<file path="src/hdl/chip8_pkg.sv">
`default_nettype none
package chip8_pkg;

  localparam int unsigned MEM_BYTES   = 4096;
  localparam int unsigned ADDR_W      = 12;
  localparam int unsigned FRAME_W     = 64;
  localparam int unsigned FRAME_H     = 32;
  localparam int unsigned STACK_DEPTH = 16;
  localparam logic [ADDR_W-1:0] START_PC = 12'h200;

  // Item codes on the input channel
  typedef enum logic [1:0] {
    ITEM_WRITE = 2'd0,
    ITEM_EXEC  = 2'd1,
    ITEM_ROW   = 2'd2,
    ITEM_NONE  = 2'd3
  } item_op_e;

  // Instruction groups (top nibble)
  localparam logic [3:0] GRP_SYS   = 4'h0;
  localparam logic [3:0] GRP_JP    = 4'h1;
  localparam logic [3:0] GRP_CALL  = 4'h2;
  localparam logic [3:0] GRP_SE_NN = 4'h3;
  localparam logic [3:0] GRP_SNE_NN = 4'h4;
  localparam logic [3:0] GRP_SE_V  = 4'h5;
  localparam logic [3:0] GRP_LD_NN = 4'h6;
  localparam logic [3:0] GRP_ADD_NN = 4'h7;
  localparam logic [3:0] GRP_ALU   = 4'h8;
  localparam logic [3:0] GRP_SNE_V = 4'h9;
  localparam logic [3:0] GRP_LD_I  = 4'hA;
  localparam logic [3:0] GRP_JP_V0 = 4'hB;
  localparam logic [3:0] GRP_RND   = 4'hC;
  localparam logic [3:0] GRP_DRW   = 4'hD;
  localparam logic [3:0] GRP_KEY   = 4'hE;
  localparam logic [3:0] GRP_MISC  = 4'hF;

  // System low bytes
  localparam logic [7:0] SYS_CLS = 8'hE0;
  localparam logic [7:0] SYS_RET = 8'hEE;

  // 8xy sub-codes
  localparam logic [3:0] SUB_MOV  = 4'h0;
  localparam logic [3:0] SUB_OR   = 4'h1;
  localparam logic [3:0] SUB_AND  = 4'h2;
  localparam logic [3:0] SUB_XOR  = 4'h3;
  localparam logic [3:0] SUB_ADD  = 4'h4;
  localparam logic [3:0] SUB_SUB  = 4'h5;
  localparam logic [3:0] SUB_SHR  = 4'h6;
  localparam logic [3:0] SUB_RSUB = 4'h7;
  localparam logic [3:0] SUB_SHL  = 4'hE;

  // Fx low bytes
  localparam logic [7:0] FX_GET_DT = 8'h07;
  localparam logic [7:0] FX_SET_DT = 8'h15;
  localparam logic [7:0] FX_FONT   = 8'h29;
  localparam logic [7:0] FX_BCD    = 8'h33;
  localparam logic [7:0] FX_LOAD   = 8'h65;

  typedef enum logic [3:0] {
    ALU_MOV,
    ALU_OR,
    ALU_AND,
    ALU_XOR,
    ALU_ADD,
    ALU_SUB,
    ALU_SHR,
    ALU_RSUB,
    ALU_SHL
  } alu_op_e;

  typedef struct packed {
    logic [7:0] res;
    logic       flag;
    logic       eq;
  } alu_res_t;

  typedef enum logic [3:0] {
    ST_IDLE,
    ST_FETCH_HI,
    ST_FETCH_LO,
    ST_INSTR,
    ST_READ_X,
    ST_READ_Y,
    ST_EXEC,
    ST_WRITE_X,
    ST_DRAW_RD,
    ST_DRAW_WR,
    ST_DRAW_END,
    ST_BCD,
    ST_LOAD_RD,
    ST_LOAD_WR,
    ST_FIN
  } state_e;

  // Hundreds, tens and ones of a byte, one nibble each
  function automatic logic [11:0] bcd_digits(input logic [7:0] v);
    logic [1:0] h;
    logic [6:0] r;
    logic [3:0] t;
    logic [6:0] o;
    h = (v >= 8'd200) ? 2'd2 : ((v >= 8'd100) ? 2'd1 : 2'd0);
    r = 7'(v - 8'(h) * 8'd100);
    t = 4'd0;
    for (int i = 1; i < 10; i++) begin
      if (r >= 7'(i * 10)) t = 4'(i);
    end
    o = 7'(r - 7'(t) * 7'd10);
    return {2'b00, h, t, o[3:0]};
  endfunction

  // Sprite byte placed at column sh, wrapping across the row
  function automatic logic [FRAME_W-1:0] sprite_mask(input logic [7:0] b,
                                                     input logic [5:0] sh);
    logic [FRAME_W-1:0]   w;
    logic [2*FRAME_W-1:0] ww;
    w  = {b, {(FRAME_W-8){1'b0}}};
    ww = {w, w} >> sh;
    return ww[FRAME_W-1:0];
  endfunction

endpackage
`default_nettype wire

</file>
<file path="src/hdl/chip8_alu.sv">
`default_nettype none
module chip8_alu (
  input  wire logic [7:0]         a_i,
  input  wire logic [7:0]         b_i,
  input  wire chip8_pkg::alu_op_e op_i,
  output chip8_pkg::alu_res_t     res_o
);

  logic [8:0] sum;

  always_comb begin
    sum        = {1'b0, a_i} + {1'b0, b_i};
    res_o.eq   = (a_i == b_i);
    res_o.res  = b_i;
    res_o.flag = 1'b0;
    case (op_i)
      chip8_pkg::ALU_MOV: res_o.res = b_i;
      chip8_pkg::ALU_OR:  res_o.res = a_i | b_i;
      chip8_pkg::ALU_AND: res_o.res = a_i & b_i;
      chip8_pkg::ALU_XOR: res_o.res = a_i ^ b_i;
      chip8_pkg::ALU_ADD: begin
        res_o.res  = sum[7:0];
        res_o.flag = sum[8];
      end
      chip8_pkg::ALU_SUB: begin
        res_o.res  = a_i - b_i;
        res_o.flag = (a_i >= b_i);
      end
      chip8_pkg::ALU_RSUB: begin
        res_o.res  = b_i - a_i;
        res_o.flag = (b_i >= a_i);
      end
      chip8_pkg::ALU_SHR: begin
        res_o.res  = {1'b0, a_i[7:1]};
        res_o.flag = a_i[0];
      end
      chip8_pkg::ALU_SHL: begin
        res_o.res  = {a_i[6:0], 1'b0};
        res_o.flag = a_i[7];
      end
      default: res_o.res = b_i;
    endcase
  end

endmodule
`default_nettype wire

</file>
<file path="config.mk">
export PLATFORM = sky130hd
export DESIGN_NAME = chip8_alu
export DESIGN_NICKNAME = d
export VERILOG_FILES = /design/src/hdl/chip8_pkg.sv /design/src/hdl/chip8_alu.sv
export SDC_FILE = /design/constraint.sdc
export NUM_CORES = 1
export LEC_CHECK = 0
export BUFFER_PORTS_ARGS = -buffer_cell sky130_fd_sc_hd__buf_2
export CAP_MARGIN = 40
export CORE_MARGIN = 5
export CORE_UTILIZATION = 50
export DETAILED_ROUTE_END_ITERATION = 10
export GPL_ROUTABILITY_DRIVEN = 0
export PLACE_DENSITY = 0.72
export SLEW_MARGIN = 20
export SYNTH_ARGS = -nofsm -noshare
export SYNTH_HDL_FRONTEND = slang
export SYNTH_SLANG_ARGS = --single-unit
</file>
<file path="constraint.sdc">
create_clock -name vclk -period 4.8
set_input_delay 1.2 -clock vclk [all_inputs]
set_output_delay 1.2 -clock vclk [all_outputs]
set_load 0.01 [all_outputs]
</file>
Yosys cells after proc, flatten, opt, wreduce, memory -nomap -nowiden --
Index checks and enable logic that the tools add are counted.
Word-level totals: register bits 0, bits of input ports 20, output and inout bits 10, word-level logic and storage cells 19
Cells by class: $add $sub $neg 3, order comparisons 2, eq/ne operators 9, muxes and demuxes 2, bitwise logic cells 3
Operator list (number):
- 8-bit one-hot mux with 8 select lines | 1
- 4-bit by 3-bit == test with 1-bit output, second input constant | 4
- 8-bit greater-or-equal comparator | 2
- 8-bit subtractor | 2
- 8-bit by 8-bit adder with 9-bit output | 1
- 8-bit AND | 1
- 4-bit by 2-bit == test with 1-bit output, second input constant | 2
- 8-bit == test | 1
- 8-bit OR | 1
- 8-bit bitwise XOR | 1
- 1-bit one-hot mux with 5 select lines | 1
- 4-bit by 1-bit == test with 1-bit output, second input constant | 1
- 4-bit == test, second input constant | 1

Depth between registers and ports, before layout --
Gate-level depths: netlist (run 1).
word-level depth 2, depth in mapped cells 9, gate-level depth less buffers 9

Worst setup path before layout (run 1) --
No wires, ideal clock.
path type input port to output port, start input a_i[6], end output res_o[9] (netlist bit), arrival 2.971 ns, required time 3.600 ns, slack 0.629 ns, cell stages on the path 8, buffers on the path 1, path through inv_1 > ha_1 > clkbuf_1 > or3_1 > o311a_1 > o21ai_1 > nand3b_1 > a22oi_1
RTL lines:
- start, declared | RTL line chip8_alu.sv:3 | input wire logic [7:0] a_i,
- end, declared | RTL line chip8_alu.sv:6 | output chip8_pkg::alu_res_t res_o

==> metrics, run 1 <==
Setup TNS=0 ns; outcome=finished, final reports clean; fraction of power consumed by sequential logic=0%; total internal power=between 0.09 and 0.1 mW; Peak Freq=about 220 MHz; drt via density=roughly 6.3; critical path capture point type=output pin; initial antenna violation count=0; Final nets=354; max-slew headroom at the worst pin=~54%; post-synthesis average cell area=between 6 and 7 sq um; Core Box Area=~3600 sq um; post-synthesis instance area=between 1500 and 2000 sq um; Yosys top cell by area=sky130_fd_sc_hd__ha_1; total wire length=between 5000 and 6000 um; count of cells resized by post-cts repair=0; Hold WC Path Type=input pin to output pin; Setup WS post-layout=between 0.15 and 0.2 ns; number of hold buffers added after cts=0; worst slack, placed=roughly 0.18 ns; number of max-slew violations in the final report=0; DPL Wire Length=4450 um; share of power burned in the clock network=0%; FFs & Latches=0; slew of the pin with the lowest slew margin=approximately 0.7 ns; fraction of layout instances using a drive strength above 1=15.6%; top area cells in the synthesized netlist=sky130_fd_sc_hd__ha_1, sky130_fd_sc_hd__a21oi_1, sky130_fd_sc_hd__inv_1, sky130_fd_sc_hd__nor2_1, sky130_fd_sc_hd__a221o_1; combinational group share of total power=100.0%; Critical Path Start Type=input pin; number of maximum-capacitance constraint violations=0; Static Leak=0.981 nW; power density cells=109 nW/um^2; Layout area overhead=11.2%; routed len/inst=between 15 and 20 um; initial drt markers=about 260; Gate Count Post-Synth=around 270; global-route wire length before repair=approximately 9400 um; x dimension of the die=a little over 70 um; sequential share of the synthesized area=0%; area taken by flip-flops and latches=0 sq um; data arrival time of the critical path=3.43 ns; Crit path required time=3.60 ns; count of boundary I/O pins=30; initial standard-cell utilization of the core=around 51%; Die Height=approximately 71 um; Clock buffer cells=0; GRT Overall Usage=between 20 and 25%; quantity of I/O buffers inserted on ports=30; commonest non-fill, non-tap cell in the layout=sky130_fd_sc_hd__ha_1; post-layout util=56.9%; Row Count=22; ANT cells=0; worst supply voltage drop on vdd=between 40 and 50 uV; P_sw=between 0.1 and 0.15 mW; detailed-router iteration count before antenna repair=5; number of placed instances with taps included=between 300 and 400; grt ovf=0; total power draw=0.226 mW; floorplan die area=between 5000 and 6000 sq um; Yosys cell types=52; commonest cells after routing, fill and taps aside=sky130_fd_sc_hd__ha_1, sky130_fd_sc_hd__buf_2, sky130_fd_sc_hd__inv_1, sky130_fd_sc_hd__a21oi_1, sky130_fd_sc_hd__nor2_1; final std cells w/o fill=about 340; Final period util=between 90 and 100%; min Tclk post-route=between 4 and 5 ns; Mapped Nets=330; number of remaining DRC errors=0; vias in the first global route=1,932; Critical Path Fanout Max=13; post-route ant nets=0; unrepaired setup endpoints after global routing=false; worst hold stages=3; setup violators final=0; largest net degree at the start of global routing=22; switching share of total power=around three fifths; worst setup path category=input pin to output pin; total number of vias=2,173; area fraction of the dominant cell type after synthesis=22.9%; number of buffers inserted to repair setup after CTS=0; number of synthesis warnings=0; hold violation total from the final report=0
[worst max-delay path: stages]
cell                       delay [ns]
sky130_fd_sc_hd__buf_2           0.14
sky130_fd_sc_hd__inv_1           0.07
sky130_fd_sc_hd__ha_1            0.53
sky130_fd_sc_hd__o21bai_1        0.11
sky130_fd_sc_hd__a21oi_1         0.33
sky130_fd_sc_hd__or2_2           0.17
sky130_fd_sc_hd__a31oi_1         0.08
sky130_fd_sc_hd__or3_1           0.37
sky130_fd_sc_hd__o32a_1          0.28
sky130_fd_sc_hd__buf_2           0.14
[layer usage]
metal	track usage [%]	wire, um	up-vias
li1	-	-	1033
met1	32.1	2600	1006
met2	34.3	2490	120
met3	2.70	528	14
met4	5.01	134	0
met5	0	0	-
[area by class of cell]
type | instances | area (sq um)
Multi-Input combinational cell | 226 | 1670
Inverter | 29 | 109
Fill cell | 367 | 1570
Tap cell | 48 | 60.1
Timing Repair Buffer | 40 | 225
[through the flow]
| step | hold WS, ns | cell area [sq um] |
|---|---|---|
| finish | 2.76 | 2070 |
| global placement | 2.76 | 2070 |
| detailed placement | 2.77 | 2070 |
| CTS | 2.77 | 2070 |
| floorplan | 2.56 | 1860 |
| global route | 2.79 | 2070 |
[final timing paths]
check  startpoint        to  slack [ns]
max        a_i[2]  res_o[8]        0.17
min        b_i[6]  res_o[8]        2.76
[Yosys cell counts (5+ instances only)]
| cell | n |
|---|---|
| sky130_fd_sc_hd__clkbuf_1 | 9 |
| sky130_fd_sc_hd__inv_1 | 29 |
| sky130_fd_sc_hd__nor2b_1 | 6 |
| sky130_fd_sc_hd__nand3_1 | 5 |
| sky130_fd_sc_hd__nor3_1 | 11 |
| sky130_fd_sc_hd__nand2_1 | 17 |
| sky130_fd_sc_hd__nand2b_1 | 6 |
| sky130_fd_sc_hd__a31oi_1 | 6 |
| sky130_fd_sc_hd__or3_1 | 5 |
| sky130_fd_sc_hd__buf_2 | 8 |
| sky130_fd_sc_hd__o21ai_0 | 12 |
| sky130_fd_sc_hd__a221o_1 | 7 |
| sky130_fd_sc_hd__nor2_1 | 21 |
| sky130_fd_sc_hd__a21oi_1 | 24 |
| sky130_fd_sc_hd__ha_1 | 34 |
| sky130_fd_sc_hd__o22ai_1 | 7 |
[cell families (layout without fill, tap and decap cells)]
logic type | count (synthesis) | after routing | synth area share [%]
simple gates | 85 | 85 | 23.4
buf+inv | 47 | 69 | 10.0
xor+xnor | 8 | 8 | 3.77
fa+ha+maj | 37 | 37 | 26.1
mux | 5 | 5 | 2.76
compound gates | 91 | 91 | 33.9
[power by group through the flow]
stage	combinational, mW	clock (mW)	sequential (mW)
final	0.226	0	0
after detailed placement	0.220	0	0
after floorplan	0.153	0	0
after global placement	0.219	0	0
after global routing	0.247	0	0
after CTS	0.221	0	0
(Power assumes the default switching activity.)
==> run 2: changes to the inputs <==
==> constraint.sdc (replaced) <==
create_clock -name vclk -period 5.9
set_input_delay 1.475 -clock vclk [all_inputs]
set_output_delay 1.475 -clock vclk [all_outputs]
set_load 0.01 [all_outputs]
==> metrics, run 2 (synthesized netlist as in run 1, its figures left out) <==
grt ovf=0 (unchanged); detailed-router iteration count before antenna repair=4 (-1); count of boundary I/O pins=30 (unchanged); global-route wire length before repair=8870 um (-5.2%); Static Leak=0.943 nW (-4.0%); largest net degree at the start of global routing=32 (+45%); cell-by-cell trace of the critical path=buf_2 -> inv_1 -> ha_1 -> o21bai_1 -> a21oi_1 -> or2_2 -> a31oi_1 -> or3_1 -> o32a_1 -> buf_2; commonest cells after routing, fill and taps aside=sky130_fd_sc_hd__ha_1, sky130_fd_sc_hd__buf_2, sky130_fd_sc_hd__inv_1, sky130_fd_sc_hd__a21oi_1, sky130_fd_sc_hd__nor2_1; Critical Path Start Type=input pin; routed len/inst=16.2 um (-3.6%); Crit path required time=4.43 ns (+0.83 ns); floorplan die area=5040 sq um (unchanged); Final nets=346 (-2.3%); Clock buffer cells=0 (unchanged); power density cells=87.5 nW/um^2 (-20%); area taken by flip-flops and latches=0 sq um (unchanged); hold violation total from the final report=0 (unchanged); GRT Overall Usage=20.7% (-1.3 points); total number of vias=2,024 (-6.9%); worst setup path category=input pin to output pin; count of cells resized by post-cts repair=0 (unchanged); number of max-slew violations in the final report=0 (unchanged); x dimension of the die=71.0 um (unchanged); slowest CP cell=sky130_fd_sc_hd__ha_1; vias in the first global route=1,845 (-4.5%); slew of the pin with the lowest slew margin=0.690 ns (+0.00740 ns); total power draw=0.176 mW (-22%); initial antenna violation count=0 (unchanged); initial drt markers=199 (-23%); Die Height=71.0 um (unchanged); slowest cell delay on critical path=0.54 ns (about the same); commonest non-fill, non-tap cell in the layout=sky130_fd_sc_hd__ha_1; max-slew headroom at the worst pin=53.8% (-0.50 points); drt via density=6.04 (-4.6%); worst supply voltage drop on vdd=32.6 uV (-20%); ANT cells=0 (unchanged); Peak Freq=approximately 190 MHz; setup violators final=0 (unchanged); Hold WC Path Type=input pin to output pin; number of hold buffers added after cts=0 (unchanged); fraction of layout instances using a drive strength above 1=13.2% (-2.4 points); min Tclk post-route=~5.2 ns; number of buffers inserted to repair setup after CTS=0 (unchanged); post-route ant nets=0 (unchanged); outcome=finished, final reports clean; unrepaired setup endpoints after global routing=false; data arrival time of the critical path=3.74 ns (+0.31 ns); Row Count=22 (unchanged); number of maximum-capacitance constraint violations=0 (unchanged); most common cell type on the critical path=sky130_fd_sc_hd__buf_2; Setup TNS=0 ns (unchanged); number of remaining DRC errors=0 (unchanged); Critical Path Fanout Max=13 (unchanged); FFs & Latches=0 (unchanged); DPL Wire Length=4170 um (-6.3%); initial standard-cell utilization of the core=51.1% (unchanged); Core Box Area=3630 sq um (unchanged); critical path capture point type=output pin; quantity of I/O buffers inserted on ports=30 (unchanged); Layout area overhead=7.95%; total wire length=5410 um (-5.9%); Final period util=approximately nine tenths
-- run 2: worst max-delay path: cells and delay by family --
kind / cells / cell delay, ns
buffers and inverters: 3 / 0.35
AND/OR/NAND/NOR: 2 / 0.55
adder cells (fa/ha/maj): 1 / 0.54
AO/OA/AOI/OAI: 4 / 0.82
-- run 2: final cells by class --
| cell class | instances | area (sq um) |
|---|---|---|
| fill | 378 | 1630 |
| multi-input combinational | 226 | 1670 |
| inverter | 29 | 109 |
| tap | 48 | 60.1 |
| timing repair buffer | 32 | 165 |
-- run 2: metrics by stage --
stage,utilization [%],setup WS [ns],area [sq um],hold WS (ns),cells
floorplan,-,1.18,1860,3.11,273
global placement,55.2,0.737,2010,3.32,335
detailed placement,55.2,0.732,2010,3.31,335
CTS,55.2,0.733,2010,3.31,335
global route,55.2,0.545,2010,3.35,335
finish,55.2,0.687,2010,3.31,335
-- run 2: path summary, 6_finish.rpt --
kind,startpoint,end,slack [ns],depth (start not counted)
max,a_i[2],res_o[8],0.69,10
min,b_i[6],res_o[8],3.31,3
-- run 2: metal layers --
metal	GRT usage (%)	vias up	part of all wire (%)
met3	0.426	4	7.3
met5	0	-	0
li1	-	1014	-
met1	31.2	921	47
met4	3.34	0	0.59
met2	33.2	85	45
-- run 2: power by group --
| group | leakage [nW] | switching (mW) | internal [mW] |
|---|---|---|---|
| Sequential | 0 | 0 | 0 |
| Clock | 0 | 0 | 0 |
| Combinational | 0.943 | 0.105 | 0.0701 |
==> run 3: changes to the inputs <==
--- a/config.mk
+++ b/config.mk
@@ -7,11 +7,13 @@
 export LEC_CHECK = 0
 export BUFFER_PORTS_ARGS = -buffer_cell sky130_fd_sc_hd__buf_2
 export CAP_MARGIN = 40
+export CELL_PAD_IN_SITES_DETAIL_PLACEMENT = 1
+export CELL_PAD_IN_SITES_GLOBAL_PLACEMENT = 1
 export CORE_MARGIN = 5
-export CORE_UTILIZATION = 50
+export CORE_UTILIZATION = 47
 export DETAILED_ROUTE_END_ITERATION = 10
 export GPL_ROUTABILITY_DRIVEN = 0
-export PLACE_DENSITY = 0.72
+export PLACE_DENSITY_LB_ADDON = 0.1
 export SLEW_MARGIN = 20
 export SYNTH_ARGS = -nofsm -noshare
 export SYNTH_HDL_FRONTEND = slang
==> metrics, run 3 (synthesized netlist as in run 1, its figures left out) <==
outcome=finished, final reports clean; initial drt markers=170 (-15%); floorplan die area=5310 sq um (+5.5%); min Tclk post-route=5.24 ns (+0.0257 ns); data arrival time of the critical path=3.76 ns (+0.02 ns); Core Box Area=3740 sq um (+3.0%); post-layout util=53.6% (-1.6 points); Layout area overhead=7.95% (unchanged); number of max-slew violations in the final report=0 (unchanged); count of cells resized by post-cts repair=0 (unchanged); Crit path required time=4.43 ns (about the same); number of hold buffers added after cts=0 (unchanged); commonest cells after routing, fill and taps aside=sky130_fd_sc_hd__ha_1, sky130_fd_sc_hd__buf_2, sky130_fd_sc_hd__inv_1, sky130_fd_sc_hd__a21oi_1, sky130_fd_sc_hd__nor2_1; Static Leak=0.943 nW (unchanged); global-route wire length before repair=10,600 um (+19%); number of remaining DRC errors=0 (unchanged); cell-by-cell trace of the critical path=buf_2 -> inv_1 -> ha_1 -> o21bai_1 -> a21oi_1 -> or2_2 -> a31oi_1 -> or3_1 -> o32a_1 -> buf_2; commonest non-fill, non-tap cell in the layout=sky130_fd_sc_hd__ha_1; total number of vias=2,109 (+4.2%); endpoint of the most critical setup path=res_o[8]; Critical Path Fanout Max=13 (unchanged); quantity of I/O buffers inserted on ports=30 (unchanged); post-route ant nets=0 (unchanged); Die Height=72.9 um (+2.7%); largest net degree at the start of global routing=26 (-19%); Hold WC Path Type=input pin to output pin; total power draw=0.182 mW (+3.8%); slew of the pin with the lowest slew margin=0.750 ns (+0.0606 ns); Setup WS post-layout=0.661 ns (-0.0257 ns); Post-Place Cell Area=2010 sq um (unchanged); critical path capture point type=output pin; grt ovf=0 (unchanged); most common cell type on the critical path=sky130_fd_sc_hd__buf_2; hold violation total from the final report=0 (unchanged); worst setup path category=input pin to output pin; power density cells=90.9 nW/um^2 (+3.8%); x dimension of the die=72.9 um (+2.7%); area taken by flip-flops and latches=0 sq um (unchanged); detailed-router iteration count before antenna repair=4 (unchanged); count of boundary I/O pins=30 (unchanged); Peak Freq=191 MHz (-0.49%); worst supply voltage drop on vdd=33.1 uV (+1.6%); Critical Path Start Type=input pin; worst slack, placed=0.704 ns (-0.0285 ns); Row Count=22 (unchanged); initial standard-cell utilization of the core=49.6% (-1.5 points); drt via density=6.30 (+4.2%); number of buffers inserted to repair setup after CTS=0 (unchanged); slowest cell delay on critical path=0.55 ns (about the same); Clock buffer cells=0 (unchanged); finished layout cell area=2010 sq um (unchanged); initial antenna violation count=0 (unchanged); routed len/inst=19.6 um (+21%); unrepaired setup endpoints after global routing=false; vias in the first global route=2,072 (+12%); total wire length=6560 um (+21%); ANT cells=0 (unchanged); fraction of layout instances using a drive strength above 1=13.2% (unchanged); slowest CP cell=sky130_fd_sc_hd__ha_1; Setup TNS=0 ns (unchanged); DPL Wire Length=5120 um (+23%); max-slew headroom at the worst pin=49.7% (-4.1 points); Final nets=346 (unchanged); Final period util=88.8% (+0.44 points); FFs & Latches=0 (unchanged); setup violators final=0 (unchanged); GRT Overall Usage=24.7% (+4.0 points); start point of the critical path=a_i[2]; number of maximum-capacitance constraint violations=0 (unchanged)
## run 3: cell counts in the layout (fill, tap and decap cells not counted)
Identical to the previous run, type by type.
## run 3: report_power, final
| part | internal (mW) | leakage (nW) | switching, mW |
|---|---|---|---|
| registers | 0 | 0 | 0 |
| logic | 0.0708 | 0.943 | 0.111 |
| clock network | 0 | 0 | 0 |
## run 3: final cells by class
cell class	count	area (sq um)
Inverter	29	109
Multi-Input combinational cell	226	1670
Tap cell	48	60.1
Fill cell	535	1740
Timing Repair Buffer	32	165
## run 3: metrics by stage
step                std cells  hold WS (ns)
floorplan                 273          3.11
global placement          335          3.32
detailed placement        335          3.32
CTS                       335          3.32
global route              335          3.35
finish                    335          3.32
## run 3: how the worst min path moves through the flow
stage	start	endpoint	slack [ns]	cells past startpoint
after global placement	b_i[6]	res_o[8]	3.32	3
after detailed placement	b_i[6]	res_o[8]	3.32	3
final	b_i[6]	res_o[8]	3.32	3
after floorplan	b_i[6]	res_o[8]	3.11	1
after CTS	b_i[6]	res_o[8]	3.32	3
after global routing	b_i[6]	res_o[8]	3.35	3
## run 3: per-layer routing
layer	track usage, %	wire [um]	vias up
met2	41.0	3030	85
met4	1.84	55	0
met5	0	0	-
li1	-	-	1015
met3	2.48	577	6
met1	35.6	2900	1003
## run 3: critical path, delay by kind of cell
family / cells / cell delay [ns]
and+or+nand+nor: 2 / 0.56
adders and majority gates: 1 / 0.55
buffers and inverters: 3 / 0.36
AOI/OAI and AO/OA: 4 / 0.82
